$ cat config.mk
export PLATFORM = sky130hd
export DESIGN_NAME = rigid_body_pose_integrator_unit
export DESIGN_NICKNAME = d
export VERILOG_FILES = /design/src/rtl/core/rbpi_pkg.sv /design/src/rtl/core/rbpi_ctrl.sv /design/src/rtl/core/rbpi_datapath.sv /design/src/rtl/core/rigid_body_pose_integrator_unit.sv
export SDC_FILE = /design/constraint.sdc
export NUM_CORES = 2
export LEC_CHECK = 0
export BUFFER_PORTS_ARGS = -buffer_cell sky130_fd_sc_hd__buf_2
export CORE_MARGIN = 4
export CORE_UTILIZATION = 60
export DETAILED_ROUTE_END_ITERATION = 7
export MAX_ROUTING_LAYER = met4
export PLACE_DENSITY = 0.88
export SYNTH_ARGS = -nofsm -noshare
export SYNTH_HDL_FRONTEND = slang
export SYNTH_HIERARCHICAL = 1
export SYNTH_SLANG_ARGS = --single-unit
$ cat constraint.sdc
create_clock -name aclk -period 27.9 [get_ports aclk]
set_input_delay 4.185 -clock aclk [delete_from_list [all_inputs] [get_ports aclk]]
set_output_delay 4.185 -clock aclk [all_outputs]
set_load 0.05 [all_outputs]
$ cat src/rtl/core/rbpi_pkg.sv
// Shared definitions for the rigid body pose integrator.
// Holds the controller-to-datapath command and status types, micro-op codes
// and the fixed-point constants. Depends on nothing.
package rbpi_pkg;

    localparam int POS_BITS_DEF   = 32;
    localparam int ANGLE_BITS_DEF = 16;

    localparam int DIV_W    = 32;
    localparam int DIV_CNTW = $clog2(DIV_W);

    localparam logic [15:0] POLY_A  = 16'd51438;
    localparam logic [15:0] POLY_B  = 16'd20956;
    localparam logic [15:0] POLY_C  = 16'd2286;
    localparam logic [14:0] COS_MIN = 15'd64;

    localparam logic [3:0] CMD_NONE     = 4'd0;
    localparam logic [3:0] CMD_CAPTURE  = 4'd1;
    localparam logic [3:0] CMD_LOAD     = 4'd2;
    localparam logic [3:0] CMD_SIN      = 4'd3;
    localparam logic [3:0] CMD_MUL      = 4'd4;
    localparam logic [3:0] CMD_DIV_INIT = 4'd5;
    localparam logic [3:0] CMD_DIV_STEP = 4'd6;
    localparam logic [3:0] CMD_DIV_DONE = 4'd7;
    localparam logic [3:0] CMD_UPDATE   = 4'd8;
    localparam logic [3:0] CMD_FOLD     = 4'd9;
    localparam logic [3:0] CMD_EMIT     = 4'd10;

    localparam logic [4:0] TRIG_SR   = 5'd0;
    localparam logic [4:0] TRIG_CR   = 5'd1;
    localparam logic [4:0] TRIG_SP   = 5'd2;
    localparam logic [4:0] TRIG_CP   = 5'd3;
    localparam logic [4:0] TRIG_SY   = 5'd4;
    localparam logic [4:0] TRIG_CY   = 5'd5;
    localparam logic [4:0] TRIG_LAST = TRIG_CY;

    localparam logic [1:0] SIN_SQ   = 2'd0;
    localparam logic [1:0] SIN_C    = 2'd1;
    localparam logic [1:0] SIN_B    = 2'd2;
    localparam logic [1:0] SIN_LAST = 2'd3;

    localparam logic [4:0] OP_SPR  = 5'd0;
    localparam logic [4:0] OP_SPC  = 5'd1;
    localparam logic [4:0] OP_R00  = 5'd2;
    localparam logic [4:0] OP_R01A = 5'd3;
    localparam logic [4:0] OP_R01B = 5'd4;
    localparam logic [4:0] OP_R02A = 5'd5;
    localparam logic [4:0] OP_R02B = 5'd6;
    localparam logic [4:0] OP_R10  = 5'd7;
    localparam logic [4:0] OP_R11A = 5'd8;
    localparam logic [4:0] OP_R11B = 5'd9;
    localparam logic [4:0] OP_R12A = 5'd10;
    localparam logic [4:0] OP_R12B = 5'd11;
    localparam logic [4:0] OP_R21  = 5'd12;
    localparam logic [4:0] OP_R22  = 5'd13;
    localparam logic [4:0] OP_DX0  = 5'd14;
    localparam logic [4:0] OP_DX1  = 5'd15;
    localparam logic [4:0] OP_DX2  = 5'd16;
    localparam logic [4:0] OP_DY0  = 5'd17;
    localparam logic [4:0] OP_DY1  = 5'd18;
    localparam logic [4:0] OP_DY2  = 5'd19;
    localparam logic [4:0] OP_DZ0  = 5'd20;
    localparam logic [4:0] OP_DZ1  = 5'd21;
    localparam logic [4:0] OP_DZ2  = 5'd22;
    localparam logic [4:0] OP_N0   = 5'd23;
    localparam logic [4:0] OP_N1   = 5'd24;
    localparam logic [4:0] OP_P0   = 5'd25;
    localparam logic [4:0] OP_P1   = 5'd26;
    localparam logic [4:0] OP_TAN  = 5'd27;
    localparam logic [4:0] OP_LAST = OP_TAN;

    localparam logic [4:0] DIV_YAW = 5'd0;
    localparam logic [4:0] DIV_TAN = 5'd1;

    typedef struct packed {
        logic [3:0] kind;
        logic [4:0] idx;
        logic [1:0] sub;
        logic       phase;
    } cmd_t;

    typedef struct packed {
        logic div_last;
    } status_t;

endpackage

$ cat src/rtl/core/rbpi_ctrl.sv
// Sequencing controller of the pose integrator.
// Drives the datapath with one command per cycle and owns both handshakes.
// Depends on rbpi_pkg.
module rbpi_ctrl (
    input  logic             aclk,
    input  logic             aresetn,
    input  logic             s_valid,
    output logic             s_ready,
    input  logic             s_action,
    output logic             m_valid,
    input  logic             m_ready,
    output rbpi_pkg::cmd_t   cmd,
    input  rbpi_pkg::status_t status
);

    localparam logic [3:0] ST_IDLE = 4'd0;
    localparam logic [3:0] ST_LOAD = 4'd1;
    localparam logic [3:0] ST_SIN  = 4'd2;
    localparam logic [3:0] ST_MUL  = 4'd3;
    localparam logic [3:0] ST_DIVI = 4'd4;
    localparam logic [3:0] ST_DIVS = 4'd5;
    localparam logic [3:0] ST_DIVD = 4'd6;
    localparam logic [3:0] ST_UPD  = 4'd7;
    localparam logic [3:0] ST_FOLD = 4'd8;
    localparam logic [3:0] ST_OUT  = 4'd9;

    logic [3:0] state_reg, state_next;
    logic [4:0] idx_reg, idx_next;
    logic [1:0] sub_reg, sub_next;
    logic       phase_reg, phase_next;
    logic       m_valid_reg, m_valid_next;

    always_comb begin
        state_next   = state_reg;
        idx_next     = idx_reg;
        sub_next     = sub_reg;
        phase_next   = phase_reg;
        m_valid_next = m_valid_reg & ~m_ready;
        cmd.kind     = rbpi_pkg::CMD_NONE;
        cmd.idx      = idx_reg;
        cmd.sub      = sub_reg;
        cmd.phase    = phase_reg;
        case (state_reg)
            ST_IDLE: begin
                if (s_valid) begin
                    cmd.kind = rbpi_pkg::CMD_CAPTURE;
                    if (s_action) begin
                        state_next = ST_LOAD;
                    end else begin
                        state_next = ST_SIN;
                        idx_next   = rbpi_pkg::TRIG_SR;
                        sub_next   = rbpi_pkg::SIN_SQ;
                        phase_next = 1'b0;
                    end
                end
            end
            ST_LOAD: begin
                cmd.kind   = rbpi_pkg::CMD_LOAD;
                state_next = ST_FOLD;
            end
            ST_SIN: begin
                cmd.kind   = rbpi_pkg::CMD_SIN;
                phase_next = ~phase_reg;
                if (phase_reg) begin
                    sub_next = 2'(sub_reg + 2'd1);
                    if (sub_reg == rbpi_pkg::SIN_LAST) begin
                        idx_next = 5'(idx_reg + 5'd1);
                        if (idx_reg == rbpi_pkg::TRIG_LAST) begin
                            state_next = ST_MUL;
                            idx_next   = rbpi_pkg::OP_SPR;
                        end
                    end
                end
            end
            ST_MUL: begin
                cmd.kind   = rbpi_pkg::CMD_MUL;
                phase_next = ~phase_reg;
                if (phase_reg) begin
                    idx_next = 5'(idx_reg + 5'd1);
                    if (idx_reg == rbpi_pkg::OP_LAST) begin
                        state_next = ST_DIVI;
                        idx_next   = rbpi_pkg::DIV_YAW;
                    end
                end
            end
            ST_DIVI: begin
                cmd.kind   = rbpi_pkg::CMD_DIV_INIT;
                state_next = ST_DIVS;
            end
            ST_DIVS: begin
                cmd.kind = rbpi_pkg::CMD_DIV_STEP;
                if (status.div_last) begin
                    state_next = ST_DIVD;
                end
            end
            ST_DIVD: begin
                cmd.kind = rbpi_pkg::CMD_DIV_DONE;
                if (idx_reg == rbpi_pkg::DIV_YAW) begin
                    idx_next   = rbpi_pkg::DIV_TAN;
                    state_next = ST_DIVI;
                end else begin
                    state_next = ST_UPD;
                end
            end
            ST_UPD: begin
                cmd.kind   = rbpi_pkg::CMD_UPDATE;
                state_next = ST_FOLD;
            end
            ST_FOLD: begin
                cmd.kind   = rbpi_pkg::CMD_FOLD;
                state_next = ST_OUT;
            end
            ST_OUT: begin
                if (!m_valid_reg || m_ready) begin
                    cmd.kind     = rbpi_pkg::CMD_EMIT;
                    m_valid_next = 1'b1;
                    state_next   = ST_IDLE;
                end
            end
            default: begin
                state_next = ST_IDLE;
            end
        endcase
    end

    always_ff @(posedge aclk) begin
        if (!aresetn) begin
            state_reg   <= ST_IDLE;
            idx_reg     <= '0;
            sub_reg     <= '0;
            phase_reg   <= 1'b0;
            m_valid_reg <= 1'b0;
        end else begin
            state_reg   <= state_next;
            idx_reg     <= idx_next;
            sub_reg     <= sub_next;
            phase_reg   <= phase_next;
            m_valid_reg <= m_valid_next;
        end
    end

    assign s_ready = (state_reg == ST_IDLE);
    assign m_valid = m_valid_reg;

    a_load_folds: assert property (@(posedge aclk) disable iff (!aresetn)
        (state_reg == ST_LOAD) |=> (state_reg == ST_FOLD))
        else $error("load did not go on to the pitch fold");

    a_emit_sets_valid: assert property (@(posedge aclk) disable iff (!aresetn)
        (state_reg == ST_OUT && (!m_valid_reg || m_ready))
        |=> (m_valid_reg && state_reg == ST_IDLE))
        else $error("emitted word not presented on the result channel");

    a_step_starts_trig: assert property (@(posedge aclk) disable iff (!aresetn)
        (s_valid && s_ready && !s_action)
        |=> (state_reg == ST_SIN && idx_reg == rbpi_pkg::TRIG_SR && !phase_reg))
        else $error("step word did not start the trig sequence");

    a_div_runs: assert property (@(posedge aclk) disable iff (!aresetn)
        (state_reg == ST_DIVS && !status.div_last) |=> (state_reg == ST_DIVS))
        else $error("divider left before its last iteration");

endmodule

$ cat src/rtl/core/rbpi_datapath.sv
// Datapath of the pose integrator: pose state, a shared 18x34 multiplier,
// a radix-2 restoring divider and the output word register.
// Depends on rbpi_pkg; commanded by rbpi_ctrl.
module rbpi_datapath #(
    parameter int POS_BITS   = rbpi_pkg::POS_BITS_DEF,
    parameter int ANGLE_BITS = rbpi_pkg::ANGLE_BITS_DEF
) (
    input  logic                     aclk,
    input  logic                     aresetn,
    input  rbpi_pkg::cmd_t           cmd,
    output rbpi_pkg::status_t        status,
    input  logic signed [31:0]       in_lin_x,
    input  logic signed [31:0]       in_lin_y,
    input  logic signed [31:0]       in_lin_z,
    input  logic signed [15:0]       in_ang_x,
    input  logic signed [15:0]       in_ang_y,
    input  logic signed [15:0]       in_ang_z,
    output logic signed [31:0]       out_x,
    output logic signed [31:0]       out_y,
    output logic signed [31:0]       out_z,
    output logic signed [15:0]       out_roll,
    output logic signed [15:0]       out_pitch,
    output logic signed [15:0]       out_yaw,
    output logic                     gimbal_flag
);

    localparam int AB = ANGLE_BITS;
    localparam int MA = 18;
    localparam int MB = 34;
    localparam int MP = MA + MB;
    localparam int SW = 50;
    localparam int DW = rbpi_pkg::DIV_W;

    localparam logic signed [SW-1:0] P_HI = (SW'(1) <<< (POS_BITS - 1)) - SW'(1);
    localparam logic signed [SW-1:0] P_LO = -P_HI - SW'(1);
    localparam logic signed [SW-1:0] O_HI = (SW'(1) <<< 31) - SW'(1);
    localparam logic signed [SW-1:0] O_LO = -O_HI - SW'(1);
    localparam logic signed [MP-1:0] HALF14 = MP'(8192);
    localparam logic [AB-1:0] QUARTER = AB'(1) << (AB - 2);
    localparam logic signed [AB:0] QT_S = (AB + 1)'(1) <<< (AB - 2);
    localparam logic signed [AB:0] HF_S = (AB + 1)'(1) <<< (AB - 1);
    localparam logic [DW-1:0] RMAX = (DW'(1) << (AB - 1)) - DW'(1);

    logic signed [31:0] lx_reg, ly_reg, lz_reg;
    logic signed [15:0] wx_reg, wy_reg, wz_reg;
    logic signed [POS_BITS-1:0] posx_reg, posy_reg, posz_reg;
    logic [AB-1:0] roll_reg, pitch_reg, yaw_reg;
    logic signed [15:0] trig_reg [6];
    logic [15:0] z2_reg, t_reg;
    logic signed [15:0] spr_reg, spc_reg;
    logic signed [16:0] r00_reg, r01_reg, r02_reg, r10_reg, r11_reg, r12_reg;
    logic signed [16:0] r21_reg, r22_reg;
    logic signed [MP-1:0] prod_reg, acc_reg;
    logic signed [33:0] n_reg;
    logic [AB-1:0] pr_reg, yr_reg, tr_reg;
    logic [DW-1:0] dvd_reg;
    logic [15:0] rem_reg;
    logic [14:0] dsr_reg;
    logic dsign_reg;
    logic [rbpi_pkg::DIV_CNTW-1:0] div_cnt_reg;
    logic gimbal_reg;
    logic signed [31:0] ox_reg, oy_reg, oz_reg;
    logic signed [15:0] oroll_reg, opitch_reg, oyaw_reg;
    logic oflag_reg;

    logic signed [15:0] sr, cr, sp, cp, sy, cy;
    logic [AB-1:0] ang_base, ang;
    logic [1:0] quad;
    logic [AB+12:0] ztmp;
    logic [15:0] zf, z;
    logic signed [MA-1:0] mul_a;
    logic signed [MB-1:0] mul_b;
    logic [16:0] psh15, sin_r;
    logic signed [15:0] sin_val;
    logic signed [MP-1:0] prq, acc_sum, acc_dif, sum_rq, dif_rq, acc_abs;
    logic signed [33:0] n_abs;
    logic gimbal;
    logic [14:0] dv_mag, cp_abs;
    logic [16:0] div_sh;
    logic div_ge;
    logic [DW-1:0] q_sat;
    logic [AB-1:0] q_val;
    logic signed [47:0] wx_ext, wy_ext, wz_ext;
    logic signed [47:0] roll_ext, pitch_ext, yaw_ext;
    logic signed [AB:0] p_s, p_f;
    logic p_flip;

    function automatic logic signed [POS_BITS-1:0] sat_pos(input logic signed [SW-1:0] v);
        logic signed [SW-1:0] c;
        c = (v > P_HI) ? P_HI : ((v < P_LO) ? P_LO : v);
        return c[POS_BITS-1:0];
    endfunction

    function automatic logic signed [31:0] sat_out(input logic signed [SW-1:0] v);
        logic signed [SW-1:0] c;
        c = (v > O_HI) ? O_HI : ((v < O_LO) ? O_LO : v);
        return c[31:0];
    endfunction

    assign sr = trig_reg[rbpi_pkg::TRIG_SR[2:0]];
    assign cr = trig_reg[rbpi_pkg::TRIG_CR[2:0]];
    assign sp = trig_reg[rbpi_pkg::TRIG_SP[2:0]];
    assign cp = trig_reg[rbpi_pkg::TRIG_CP[2:0]];
    assign sy = trig_reg[rbpi_pkg::TRIG_SY[2:0]];
    assign cy = trig_reg[rbpi_pkg::TRIG_CY[2:0]];

    always_comb begin
        case (cmd.idx[2:1])
            2'd0:    ang_base = roll_reg;
            2'd1:    ang_base = pitch_reg;
            default: ang_base = yaw_reg;
        endcase
        ang  = cmd.idx[0] ? AB'(ang_base + QUARTER) : ang_base;
        quad = ang[AB-1:AB-2];
        ztmp = {ang[AB-3:0], 15'b0} >> (AB - 2);
        zf   = ztmp[15:0];
        z    = quad[0] ? 16'(17'd32768 - {1'b0, zf}) : zf;
    end

    always_comb begin
        mul_a = '0;
        mul_b = '0;
        if (cmd.kind == rbpi_pkg::CMD_SIN) begin
            case (cmd.sub)
                rbpi_pkg::SIN_SQ: begin mul_a = MA'(z);                mul_b = MB'(z);      end
                rbpi_pkg::SIN_C:  begin mul_a = MA'(rbpi_pkg::POLY_C); mul_b = MB'(z2_reg); end
                rbpi_pkg::SIN_B:  begin mul_a = MA'(z2_reg);           mul_b = MB'(t_reg);  end
                default:          begin mul_a = MA'(z);                mul_b = MB'(t_reg);  end
            endcase
        end else begin
            case (cmd.idx)
                rbpi_pkg::OP_SPR:  begin mul_a = MA'(sp);      mul_b = MB'(sr);      end
                rbpi_pkg::OP_SPC:  begin mul_a = MA'(sp);      mul_b = MB'(cr);      end
                rbpi_pkg::OP_R00:  begin mul_a = MA'(cy);      mul_b = MB'(cp);      end
                rbpi_pkg::OP_R01A: begin mul_a = MA'(cy);      mul_b = MB'(spr_reg); end
                rbpi_pkg::OP_R01B: begin mul_a = MA'(sy);      mul_b = MB'(cr);      end
                rbpi_pkg::OP_R02A: begin mul_a = MA'(cy);      mul_b = MB'(spc_reg); end
                rbpi_pkg::OP_R02B: begin mul_a = MA'(sy);      mul_b = MB'(sr);      end
                rbpi_pkg::OP_R10:  begin mul_a = MA'(sy);      mul_b = MB'(cp);      end
                rbpi_pkg::OP_R11A: begin mul_a = MA'(sy);      mul_b = MB'(spr_reg); end
                rbpi_pkg::OP_R11B: begin mul_a = MA'(cy);      mul_b = MB'(cr);      end
                rbpi_pkg::OP_R12A: begin mul_a = MA'(sy);      mul_b = MB'(spc_reg); end
                rbpi_pkg::OP_R12B: begin mul_a = MA'(cy);      mul_b = MB'(sr);      end
                rbpi_pkg::OP_R21:  begin mul_a = MA'(cp);      mul_b = MB'(sr);      end
                rbpi_pkg::OP_R22:  begin mul_a = MA'(cp);      mul_b = MB'(cr);      end
                rbpi_pkg::OP_DX0:  begin mul_a = MA'(r00_reg); mul_b = MB'(lx_reg);  end
                rbpi_pkg::OP_DX1:  begin mul_a = MA'(r01_reg); mul_b = MB'(ly_reg);  end
                rbpi_pkg::OP_DX2:  begin mul_a = MA'(r02_reg); mul_b = MB'(lz_reg);  end
                rbpi_pkg::OP_DY0:  begin mul_a = MA'(r10_reg); mul_b = MB'(lx_reg);  end
                rbpi_pkg::OP_DY1:  begin mul_a = MA'(r11_reg); mul_b = MB'(ly_reg);  end
                rbpi_pkg::OP_DY2:  begin mul_a = MA'(r12_reg); mul_b = MB'(lz_reg);  end
                rbpi_pkg::OP_DZ0:  begin mul_a = -MA'(sp);     mul_b = MB'(lx_reg);  end
                rbpi_pkg::OP_DZ1:  begin mul_a = MA'(r21_reg); mul_b = MB'(ly_reg);  end
                rbpi_pkg::OP_DZ2:  begin mul_a = MA'(r22_reg); mul_b = MB'(lz_reg);  end
                rbpi_pkg::OP_N0:   begin mul_a = MA'(sr);      mul_b = MB'(wy_reg);  end
                rbpi_pkg::OP_N1:   begin mul_a = MA'(cr);      mul_b = MB'(wz_reg);  end
                rbpi_pkg::OP_P0:   begin mul_a = MA'(cr);      mul_b = MB'(wy_reg);  end
                rbpi_pkg::OP_P1:   begin mul_a = MA'(sr);      mul_b = MB'(wz_reg);  end
                rbpi_pkg::OP_TAN:  begin mul_a = MA'(sp);      mul_b = n_reg;        end
                default:           begin mul_a = '0;           mul_b = '0;           end
            endcase
        end
    end

    always_comb begin
        psh15   = prod_reg[31:15];
        sin_r   = 17'(psh15 + 17'd1) >> 1;
        sin_val = quad[1] ? -16'(sin_r) : 16'(sin_r);
        prq     = (prod_reg + HALF14) >>> 14;
        acc_sum = acc_reg + prod_reg;
        acc_dif = acc_reg - prod_reg;
        sum_rq  = (acc_sum + HALF14) >>> 14;
        dif_rq  = (acc_dif + HALF14) >>> 14;
        acc_abs = acc_reg[MP-1] ? -acc_reg : acc_reg;
        n_abs   = n_reg[33] ? -n_reg : n_reg;
        cp_abs  = cp[15] ? 15'(-cp) : cp[14:0];
        gimbal  = (cp < 16'sd64) && (cp > -16'sd64);
        dv_mag  = gimbal ? rbpi_pkg::COS_MIN : cp_abs;
        div_sh  = {rem_reg, dvd_reg[DW-1]};
        div_ge  = (div_sh >= {2'b00, dsr_reg});
        q_sat   = (dvd_reg > RMAX) ? RMAX : dvd_reg;
        q_val   = dsign_reg ? AB'(-q_sat[AB-1:0]) : q_sat[AB-1:0];
        wx_ext  = 48'(wx_reg);
        wy_ext  = 48'(wy_reg);
        wz_ext  = 48'(wz_reg);
        roll_ext  = 48'($signed(roll_reg));
        pitch_ext = 48'($signed(pitch_reg));
        yaw_ext   = 48'($signed(yaw_reg));
        p_s     = $signed({pitch_reg[AB-1], pitch_reg});
        p_flip  = 1'b0;
        p_f     = p_s;
        if (p_s > QT_S) begin
            p_f    = HF_S - p_s;
            p_flip = 1'b1;
        end else if (p_s < -QT_S) begin
            p_f    = -HF_S - p_s;
            p_flip = 1'b1;
        end
    end

    always_ff @(posedge aclk) begin
        prod_reg <= mul_a * mul_b;
        case (cmd.kind)
            rbpi_pkg::CMD_CAPTURE: begin
                lx_reg <= in_lin_x;
                ly_reg <= in_lin_y;
                lz_reg <= in_lin_z;
                wx_reg <= in_ang_x;
                wy_reg <= in_ang_y;
                wz_reg <= in_ang_z;
            end
            rbpi_pkg::CMD_SIN: begin
                if (cmd.phase) begin
                    case (cmd.sub)
                        rbpi_pkg::SIN_SQ: z2_reg <= psh15[15:0];
                        rbpi_pkg::SIN_C:  t_reg  <= 16'(rbpi_pkg::POLY_B - psh15[15:0]);
                        rbpi_pkg::SIN_B:  t_reg  <= 16'(rbpi_pkg::POLY_A - psh15[15:0]);
                        default:          trig_reg[cmd.idx[2:0]] <= sin_val;
                    endcase
                end
            end
            rbpi_pkg::CMD_MUL: begin
                if (cmd.phase) begin
                    case (cmd.idx)
                        rbpi_pkg::OP_SPR:  spr_reg <= prq[15:0];
                        rbpi_pkg::OP_SPC:  spc_reg <= prq[15:0];
                        rbpi_pkg::OP_R00:  r00_reg <= prq[16:0];
                        rbpi_pkg::OP_R01A: r01_reg <= prq[16:0];
                        rbpi_pkg::OP_R01B: r01_reg <= 17'(r01_reg - prq[16:0]);
                        rbpi_pkg::OP_R02A: r02_reg <= prq[16:0];
                        rbpi_pkg::OP_R02B: r02_reg <= 17'(r02_reg + prq[16:0]);
                        rbpi_pkg::OP_R10:  r10_reg <= prq[16:0];
                        rbpi_pkg::OP_R11A: r11_reg <= prq[16:0];
                        rbpi_pkg::OP_R11B: r11_reg <= 17'(r11_reg + prq[16:0]);
                        rbpi_pkg::OP_R12A: r12_reg <= prq[16:0];
                        rbpi_pkg::OP_R12B: r12_reg <= 17'(r12_reg - prq[16:0]);
                        rbpi_pkg::OP_R21:  r21_reg <= prq[16:0];
                        rbpi_pkg::OP_R22:  r22_reg <= prq[16:0];
                        rbpi_pkg::OP_DX0, rbpi_pkg::OP_DY0, rbpi_pkg::OP_DZ0,
                        rbpi_pkg::OP_P0, rbpi_pkg::OP_TAN: acc_reg <= prod_reg;
                        rbpi_pkg::OP_DX1, rbpi_pkg::OP_DY1, rbpi_pkg::OP_DZ1:
                            acc_reg <= acc_sum;
                        rbpi_pkg::OP_N0:   n_reg <= prod_reg[33:0];
                        rbpi_pkg::OP_N1:   n_reg <= 34'(n_reg + prod_reg[33:0]);
                        rbpi_pkg::OP_P1:   pr_reg <= dif_rq[AB-1:0];
                        default: ;
                    endcase
                end
            end
            rbpi_pkg::CMD_DIV_INIT: begin
                if (cmd.idx == rbpi_pkg::DIV_YAW) begin
                    dvd_reg   <= n_abs[DW-1:0];
                    dsign_reg <= n_reg[33] ^ cp[15];
                end else begin
                    dvd_reg   <= acc_abs[DW+13:14];
                    dsign_reg <= acc_reg[MP-1] ^ cp[15];
                end
                rem_reg <= '0;
                dsr_reg <= dv_mag;
            end
            rbpi_pkg::CMD_DIV_STEP: begin
                rem_reg <= div_ge ? 16'(div_sh - {2'b00, dsr_reg}) : div_sh[15:0];
                dvd_reg <= {dvd_reg[DW-2:0], div_ge};
            end
            rbpi_pkg::CMD_DIV_DONE: begin
                if (cmd.idx == rbpi_pkg::DIV_YAW) begin
                    yr_reg <= q_val;
                end else begin
                    tr_reg <= q_val;
                end
            end
            rbpi_pkg::CMD_EMIT: begin
                ox_reg     <= sat_out(SW'(posx_reg));
                oy_reg     <= sat_out(SW'(posy_reg));
                oz_reg     <= sat_out(SW'(posz_reg));
                oroll_reg  <= roll_ext[15:0];
                opitch_reg <= pitch_ext[15:0];
                oyaw_reg   <= yaw_ext[15:0];
                oflag_reg  <= gimbal_reg;
            end
            default: ;
        endcase
    end

    always_ff @(posedge aclk) begin
        if (!aresetn) begin
            posx_reg    <= '0;
            posy_reg    <= '0;
            posz_reg    <= '0;
            roll_reg    <= '0;
            pitch_reg   <= '0;
            yaw_reg     <= '0;
            gimbal_reg  <= 1'b0;
            div_cnt_reg <= '0;
        end else begin
            case (cmd.kind)
                rbpi_pkg::CMD_LOAD: begin
                    posx_reg   <= sat_pos(SW'(lx_reg));
                    posy_reg   <= sat_pos(SW'(ly_reg));
                    posz_reg   <= sat_pos(SW'(lz_reg));
                    roll_reg   <= wx_ext[AB-1:0];
                    pitch_reg  <= wy_ext[AB-1:0];
                    yaw_reg    <= wz_ext[AB-1:0];
                    gimbal_reg <= 1'b0;
                end
                rbpi_pkg::CMD_MUL: begin
                    if (cmd.phase) begin
                        case (cmd.idx)
                            rbpi_pkg::OP_DX2:
                                posx_reg <= sat_pos(SW'(posx_reg) + SW'(sum_rq));
                            rbpi_pkg::OP_DY2:
                                posy_reg <= sat_pos(SW'(posy_reg) + SW'(sum_rq));
                            rbpi_pkg::OP_DZ2:
                                posz_reg <= sat_pos(SW'(posz_reg) + SW'(sum_rq));
                            default: ;
                        endcase
                    end
                end
                rbpi_pkg::CMD_DIV_INIT: div_cnt_reg <= '0;
                rbpi_pkg::CMD_DIV_STEP: div_cnt_reg <= div_cnt_reg + 1'b1;
                rbpi_pkg::CMD_UPDATE: begin
                    roll_reg   <= AB'(roll_reg + wx_ext[AB-1:0] + tr_reg);
                    pitch_reg  <= AB'(pitch_reg + pr_reg);
                    yaw_reg    <= AB'(yaw_reg + yr_reg);
                    gimbal_reg <= gimbal;
                end
                rbpi_pkg::CMD_FOLD: begin
                    pitch_reg <= p_f[AB-1:0];
                    if (p_flip) begin
                        roll_reg[AB-1] <= ~roll_reg[AB-1];
                        yaw_reg[AB-1]  <= ~yaw_reg[AB-1];
                    end
                end
                default: ;
            endcase
        end
    end

    assign status.div_last = (div_cnt_reg == rbpi_pkg::DIV_CNTW'(DW - 1));

    assign out_x       = ox_reg;
    assign out_y       = oy_reg;
    assign out_z       = oz_reg;
    assign out_roll    = oroll_reg;
    assign out_pitch   = opitch_reg;
    assign out_yaw     = oyaw_reg;
    assign gimbal_flag = oflag_reg;

endmodule

$ cat src/rtl/core/rigid_body_pose_integrator_unit.sv
// Top level of the rigid body pose integrator: controller plus datapath.
// A step word makes 52 passes through the shared multiplier and runs two 32-iteration
// divisions before its result is valid. A load word goes through capture, load, pitch
// fold and emit. A new word is accepted as soon as a result is registered, even while
// that result waits. Synchronous active-low reset zeroes the pose.
module rigid_body_pose_integrator_unit #(
    parameter int POS_BITS   = rbpi_pkg::POS_BITS_DEF,
    parameter int ANGLE_BITS = rbpi_pkg::ANGLE_BITS_DEF
) (
    input  logic               aclk,
    input  logic               aresetn,
    input  logic               s_valid,
    output logic               s_ready,
    input  logic               s_action,
    input  logic signed [31:0] s_lin_x,
    input  logic signed [31:0] s_lin_y,
    input  logic signed [31:0] s_lin_z,
    input  logic signed [15:0] s_ang_x,
    input  logic signed [15:0] s_ang_y,
    input  logic signed [15:0] s_ang_z,
    output logic               m_valid,
    input  logic               m_ready,
    output logic signed [31:0] m_out_x,
    output logic signed [31:0] m_out_y,
    output logic signed [31:0] m_out_z,
    output logic signed [15:0] m_out_roll,
    output logic signed [15:0] m_out_pitch,
    output logic signed [15:0] m_out_yaw,
    output logic               m_gimbal_flag
);

    rbpi_pkg::cmd_t    cmd;
    rbpi_pkg::status_t status;

    rbpi_ctrl u_ctrl (
        .aclk     (aclk),
        .aresetn  (aresetn),
        .s_valid  (s_valid),
        .s_ready  (s_ready),
        .s_action (s_action),
        .m_valid  (m_valid),
        .m_ready  (m_ready),
        .cmd      (cmd),
        .status   (status)
    );

    rbpi_datapath #(
        .POS_BITS   (POS_BITS),
        .ANGLE_BITS (ANGLE_BITS)
    ) u_datapath (
        .aclk        (aclk),
        .aresetn     (aresetn),
        .cmd         (cmd),
        .status      (status),
        .in_lin_x    (s_lin_x),
        .in_lin_y    (s_lin_y),
        .in_lin_z    (s_lin_z),
        .in_ang_x    (s_ang_x),
        .in_ang_y    (s_ang_y),
        .in_ang_z    (s_ang_z),
        .out_x       (m_out_x),
        .out_y       (m_out_y),
        .out_z       (m_out_z),
        .out_roll    (m_out_roll),
        .out_pitch   (m_out_pitch),
        .out_yaw     (m_out_yaw),
        .gimbal_flag (m_gimbal_flag)
    );

endmodule

==> Word-level counts from Yosys, hierarchy flattened <==
Memory sizes are Yosys's and may differ from the RTL's.
Cells that the tools add are included.
{ "totals": {"register_bits": 902, "latch_bits": 0, "ramBits": 96, "romBits": 0, "input_bits": 149, "output_inout_bits": 147, "wordCells": 352, "mem_count": 1} }
{ "memory_table": {"columns": ["name", "words", "width", "rd", "rd_ports_with_merged_regs", "wr", "line_no", "source"], "rows": [
  ["u_datapath.trig_reg", 6, 16, 6, 0, 1, "rbpi_datapath.sv:48", "logic signed [15:0] trig_reg [6];"]
]} }
{ "classes": {"addsub": 34, "multipliers": 1, "div_mod_pow": 0, "order_cmp": 24, "eq_ne": 67, "n_shift": 0, "muxes": 100, "bitwise": 8, "n_reduce_logical": 67} }
{ "op_table": {"columns": ["operator", "n"], "rows": [
  ["two-way mux 32 bit", 23],
  ["case mux 34 bit (11 select lines)", 1],
  ["case mux 18 bit (15 select lines)", 1],
  ["case mux 32 bit (2 select lines)", 4],
  ["> comparator 32 bit (second input constant)", 6],
  ["less-than comparator 32 bit (second input constant)", 6],
  ["case mux 16 bit (2 select lines)", 5],
  ["case mux 17 bit (2 select lines)", 4],
  ["two-way mux 16 bit", 8],
  ["adder 32 x 38 -> 39 bit", 3],
  ["> comparator 39 x 32 -> 1 bit (second input constant)", 3],
  ["less-than comparator 39 x 32 -> 1 bit (second input constant)", 3],
  ["case mux 52 bit (2 select lines)", 1],
  ["case mux 34 bit (2 select lines)", 1],
  ["== test 5 bit (second input constant)", 13],
  ["adder 16 bit", 4],
  ["case mux 15 bit (2 select lines)", 2],
  ["AND reduction 3 bit", 19],
  ["adder 52 x 15 -> 52 bit (second input constant)", 1],
  ["adder 52 bit", 1],
  ["multiplier 18 x 34 -> 52 bit", 1],
  ["case mux 16 bit (3 select lines)", 1],
  ["subtractor 16 bit (first input constant)", 3],
  ["two-way mux 46 bit", 1],
  ["71 further kinds", 186]
]} }

==> Depth between registers and ports, before layout <==
{ "depth": {"word_depth": 9, "ltp_mapped": 39} }

==> Cells and area by module <==
The synthesis kept the hierarchy.
{ "modules_own_cells": {"columns": ["module", "n_inst", "cells_per_inst", "area_per_inst_um2", "seq_area_each_um2"], "rows": [
  ["rbpi_datapath", 1, 8628, 81525.7, 27556.4],
  ["rbpi_ctrl", 1, 123, 1007.2, 260.2]
]} }

==> Worst setup path before layout <==
No wires, ideal clock.
{ "synth_timing": {"path_kind": "in2reg", "startpoint": "input port m_ready", "endpoint": "register u_datapath.prod_reg[51]", "t_arrival_ps": 12095, "t_required_ps": 27775, "path_slack_ps": 15680, "stages": 36, "path_buffers": 4, "cell_sequence": "nor2b_1 -> nor2_1 -> nor2_1 -> o22ai_1 -> clkbuf_1 -> nand3_1 -> nand2_1 -> clkbuf_1 -> clkbuf_1 -> a31oi_1 -> clkbuf_1 -> nand2_1 -> fa_1 -> inv_1 -> fa_1 -> inv_1 -> fa_1 -> inv_1 -> fa_1 -> fa_1 -> inv_1 -> fa_1 -> inv_1 -> ha_1 -> a21o_1 -> a21o_1 -> a21o_1 -> a2bb2oi_1 -> o21ai_0 -> a41o_1 -> a2111oi_0 -> o21a_1 -> o21ai_0 -> a211oi_1 -> a211oi_1 -> xnor2_1"} }
{ "synth_lines": {"columns": ["element", "line_no", "source"], "rows": [
  ["from (decl)", "rigid_body_pose_integrator_unit.sv:22", "input logic m_ready,"],
  ["to (signal assigned)", "rbpi_datapath.sv:202", "prod_reg <= mul_a * mul_b;"],
  ["to (decl)", "rbpi_datapath.sv:53", "logic signed [MP-1:0] prod_reg, acc_reg;"]
]} }

==> results.py <==
metrics = {
    "placed_design": {
        "gp_congestion": 1.06,
        "dp_worst_setup_slack_ns": 13.08,
        "buffer_ports.inserted": 295,
        "post-dp-hpwl_um": 220000,
    },
    "sta": {
        "setup_viol": 0,
        "finalCritPeriodShare": 0.513,
        "worst_rel_slew_slack": 0.0670,
        "totalNegativeSetupSlack_ns": 0,
        "finalHoldViolCount": 0,
        "fmax_ghz": 0.0699,
        "transition_time_of_the_tightest_slew_check_pin_ns": 1.40,
        "final.min_clock_period_ns": 14.31,
        "minimum_setup_slack_in_the_final_design_ns": 13.59,
        "setup_repair_after_global_routing_missed_its_margin": "false",
        "skew_ns": 0.0646,
        "slew_viol_final": 0,
    },
    "clock_network": {
        "ctsResizeCount": 0,
        "clk_sinks": 998,
        "worst_skew_pair.late_latency_ns": 0.78,
        "post_cts_buffers": 0,
        "cts_tree": "done",
        "cts-hold-fix-buffers": 0,
        "cts_max_path_buffers": 3,
        "clock_tree.root_cell": "clkbuf_16",
        "h-tree-depth": 3,
        "worst_setup_hold_path_clk_slew_ns": 0.06,
        "number_of_buffers_created_by_cts": 103,
    },
    "synthesis": {
        "synth_area_leader_cell": "edfxtp_1",
        "netlist_instances": 8751,
        "synth_top_cells_by_area": "edfxtp_1 (28%), fa_1 (15%), ha_1 (8.0%)",
        "synth_common_cells": "nand2_1 (1,056), inv_1 (958), edfxtp_1 (783), fa_1 (615), a21oi_1 (568)",
        "synth_sequential_area_ratio": 0.337,
        "synthMostInstantiatedCell": "nand2_1",
        "syn_area_um2": 82500,
        "ys_seq_elements": 998,
        "synth_cell_type_count": 109,
        "post_synth.cell_area_avg_um2": 9.43,
        "yosys_warn_count": 6,
        "synth.net_count": 10042,
        "number_of_synthesized_flops_with_an_enable_pin": 783,
        "yosys_most_used_dff": "edfxtp_1",
        "fraction_of_registers_with_async_set_or_reset_after_synthesis": 0,
        "synth_top_cell_area_share": 0.285,
    },
    "setup_path": {
        "critical_path.max_fanout": 33,
        "regToRegEndpoint": "u_datapath/prod_reg[50]",
        "critical_path.most_common_cell": "fa_1",
        "data_arrival_time_of_the_critical_path_ns": 14.91,
        "required_ns": 28.50,
        "cpPeakStageDelay_ns": 0.96,
        "reg2reg_from": "u_ctrl/idx_reg[1]",
        "startpoint_type": "primary input",
        "slowest_stage": "a221oi_1",
        "reg2reg_setup_slack_ns": 15.73,
        "reg2regPathDepth": 34,
        "timing.setup.critical_path_class": "in -> reg",
        "end_kind": "flip-flop",
    },
    "die": {
        "coreArea_um2": 136000,
        "die-area_um2": 144000,
        "start_util": 0.607,
        "die_width_um": 379,
        "die_h_um": 379,
        "boundaryPins": 296,
        "row_count": 135,
    },
    "worst_hold_path": {
        "worstHoldPathType": "reg -> reg",
        "min_path_cells": 0,
        "timing.hold.worst_endpoint": "u_datapath/gimbal_flag",
        "start_point_of_the_worst_hold_path": "u_datapath/gimbal_reg",
    },
    "drt": {
        "ant_nets": 0,
        "routed_wirelength_um": 288000,
        "drtIter0Drc": 10373,
        "via_count": 71253,
        "remaining_drc_errors": 21,
        "route.detailed.vias_per_inst": 6.63,
        "drt-pass1-iter-count": 8,
        "routed_wire_length_per_instance_um": 26.8,
    },
    "global_route": {
        "grt_antenna_before_repair": 18,
        "vias_in_the_first_global_route": 68625,
        "grt_use_total": 0.405,
        "grt_pass1_wl_um": 426000,
        "sum_of_overflow_across_all_layers_after_global_routing": 0,
        "grt_max_degree": 76,
    },
    "cells_and_area": {
        "number_of_fill_cells_in_the_layout": 10399,
        "drive_above_1_share": 0.0885,
        "finalNetCount": 10158,
        "areaGrowthSynthToFinish_pct": 8.79,
        "largest_register_ff_count": 96,
    },
    "outcome": {
        "violations": "design-rule violations",
        "run_status": "complete, but fails checks",
    },
    "job": {
        "max_cap_viol_count": 0,
    },
}
==> layer usage <==
| layer | track usage | vias up | wire length [µm] |
|---|---|---|---|
| met1 | 0.508 | 34103 | 103000 |
| li1 | - | 30625 | - |
| met4 | 0.217 | 0 | 19700 |
| met2 | 0.591 | 5385 | 123000 |
| met5 | - | - | 0 |
| met3 | 0.122 | 1140 | 42300 |
==> cell type report <==
cell class	instances	area [µm²]	area share
diodes	16	40.0	0.000446
clock buffers	128	2750	0.0307
clock inverters	67	917	0.0102
inverters	962	3610	0.0402
multi-input cells	6343	49700	0.554
flip-flops and latches	998	27800	0.310
well taps	1781	2230	0.0248
repair buffers	459	2710	0.0302
==> per-stage QoR <==
stage               hold slack [ns]   util  cell area [µm²]  instances
floorplan                     0.408      -            82500       8751
detailed placement            0.436  0.633            86100      10543
global placement              0.424  0.633            86100      10543
finish                        0.450  0.660            89800      10754
CTS                           0.450  0.660            89700      10738
global route                  0.468  0.660            89800      10754
==> cell families after synthesis <==
| family | count (synthesis) | share of synthesized area |
|---|---|---|
| simple gates | 2585 | 0.146 |
| xor+xnor | 535 | 0.0568 |
| mux | 50 | 0.00619 |
| buf+inv | 1410 | 0.0650 |
| fa+ha+maj | 1142 | 0.229 |
| flops | 998 | 0.337 |
| compound gates | 2031 | 0.160 |
==> placed cells by master, fill, tap and decap left out, drive strengths merged, types with 138 or more instances in the layout <==
cell / count
ha: 527
xnor2: 340
nand2: 1056
buf: 459
inv: 968
dfxtp: 215
fa: 615
nor2: 560
nand3: 160
edfxtp: 783
a22oi: 138
a21oi: 568
xor2: 195
a21o: 168
o21ai: 459
==> worst max-delay path: cells and delay by family <==
kind | cells | cell delay [ns]
AOI/OAI and AO/OA | 11 | 4.47
adders and majority gates | 7 | 3.49
and+or+nand+nor | 9 | 1.42
buffers and inverters | 7 | 1.16
xor gates and xnor gates | 1 | 0.15
==> worst max path at each step <==
stage / start / to / slack [ns] / cells after the start
3_5_place_dp: m_ready / u_datapath/prod_reg[50] / 13.08 / 35
2_1_floorplan: m_ready / u_datapath/prod_reg[51] / 15.68 / 36
6_report: m_ready / u_datapath/prod_reg[50] / 13.59 / 35
4_1_cts: m_ready / u_datapath/prod_reg[50] / 13.80 / 35
3_3_place_gp: m_ready / u_datapath/prod_reg[50] / 13.26 / 35
5_1_grt: m_ready / u_datapath/prod_reg[50] / 12.97 / 35
Power is left out: the tool's default activity adds up to more than one toggle a clock period on the data nets, which glitch-free logic cannot reach.
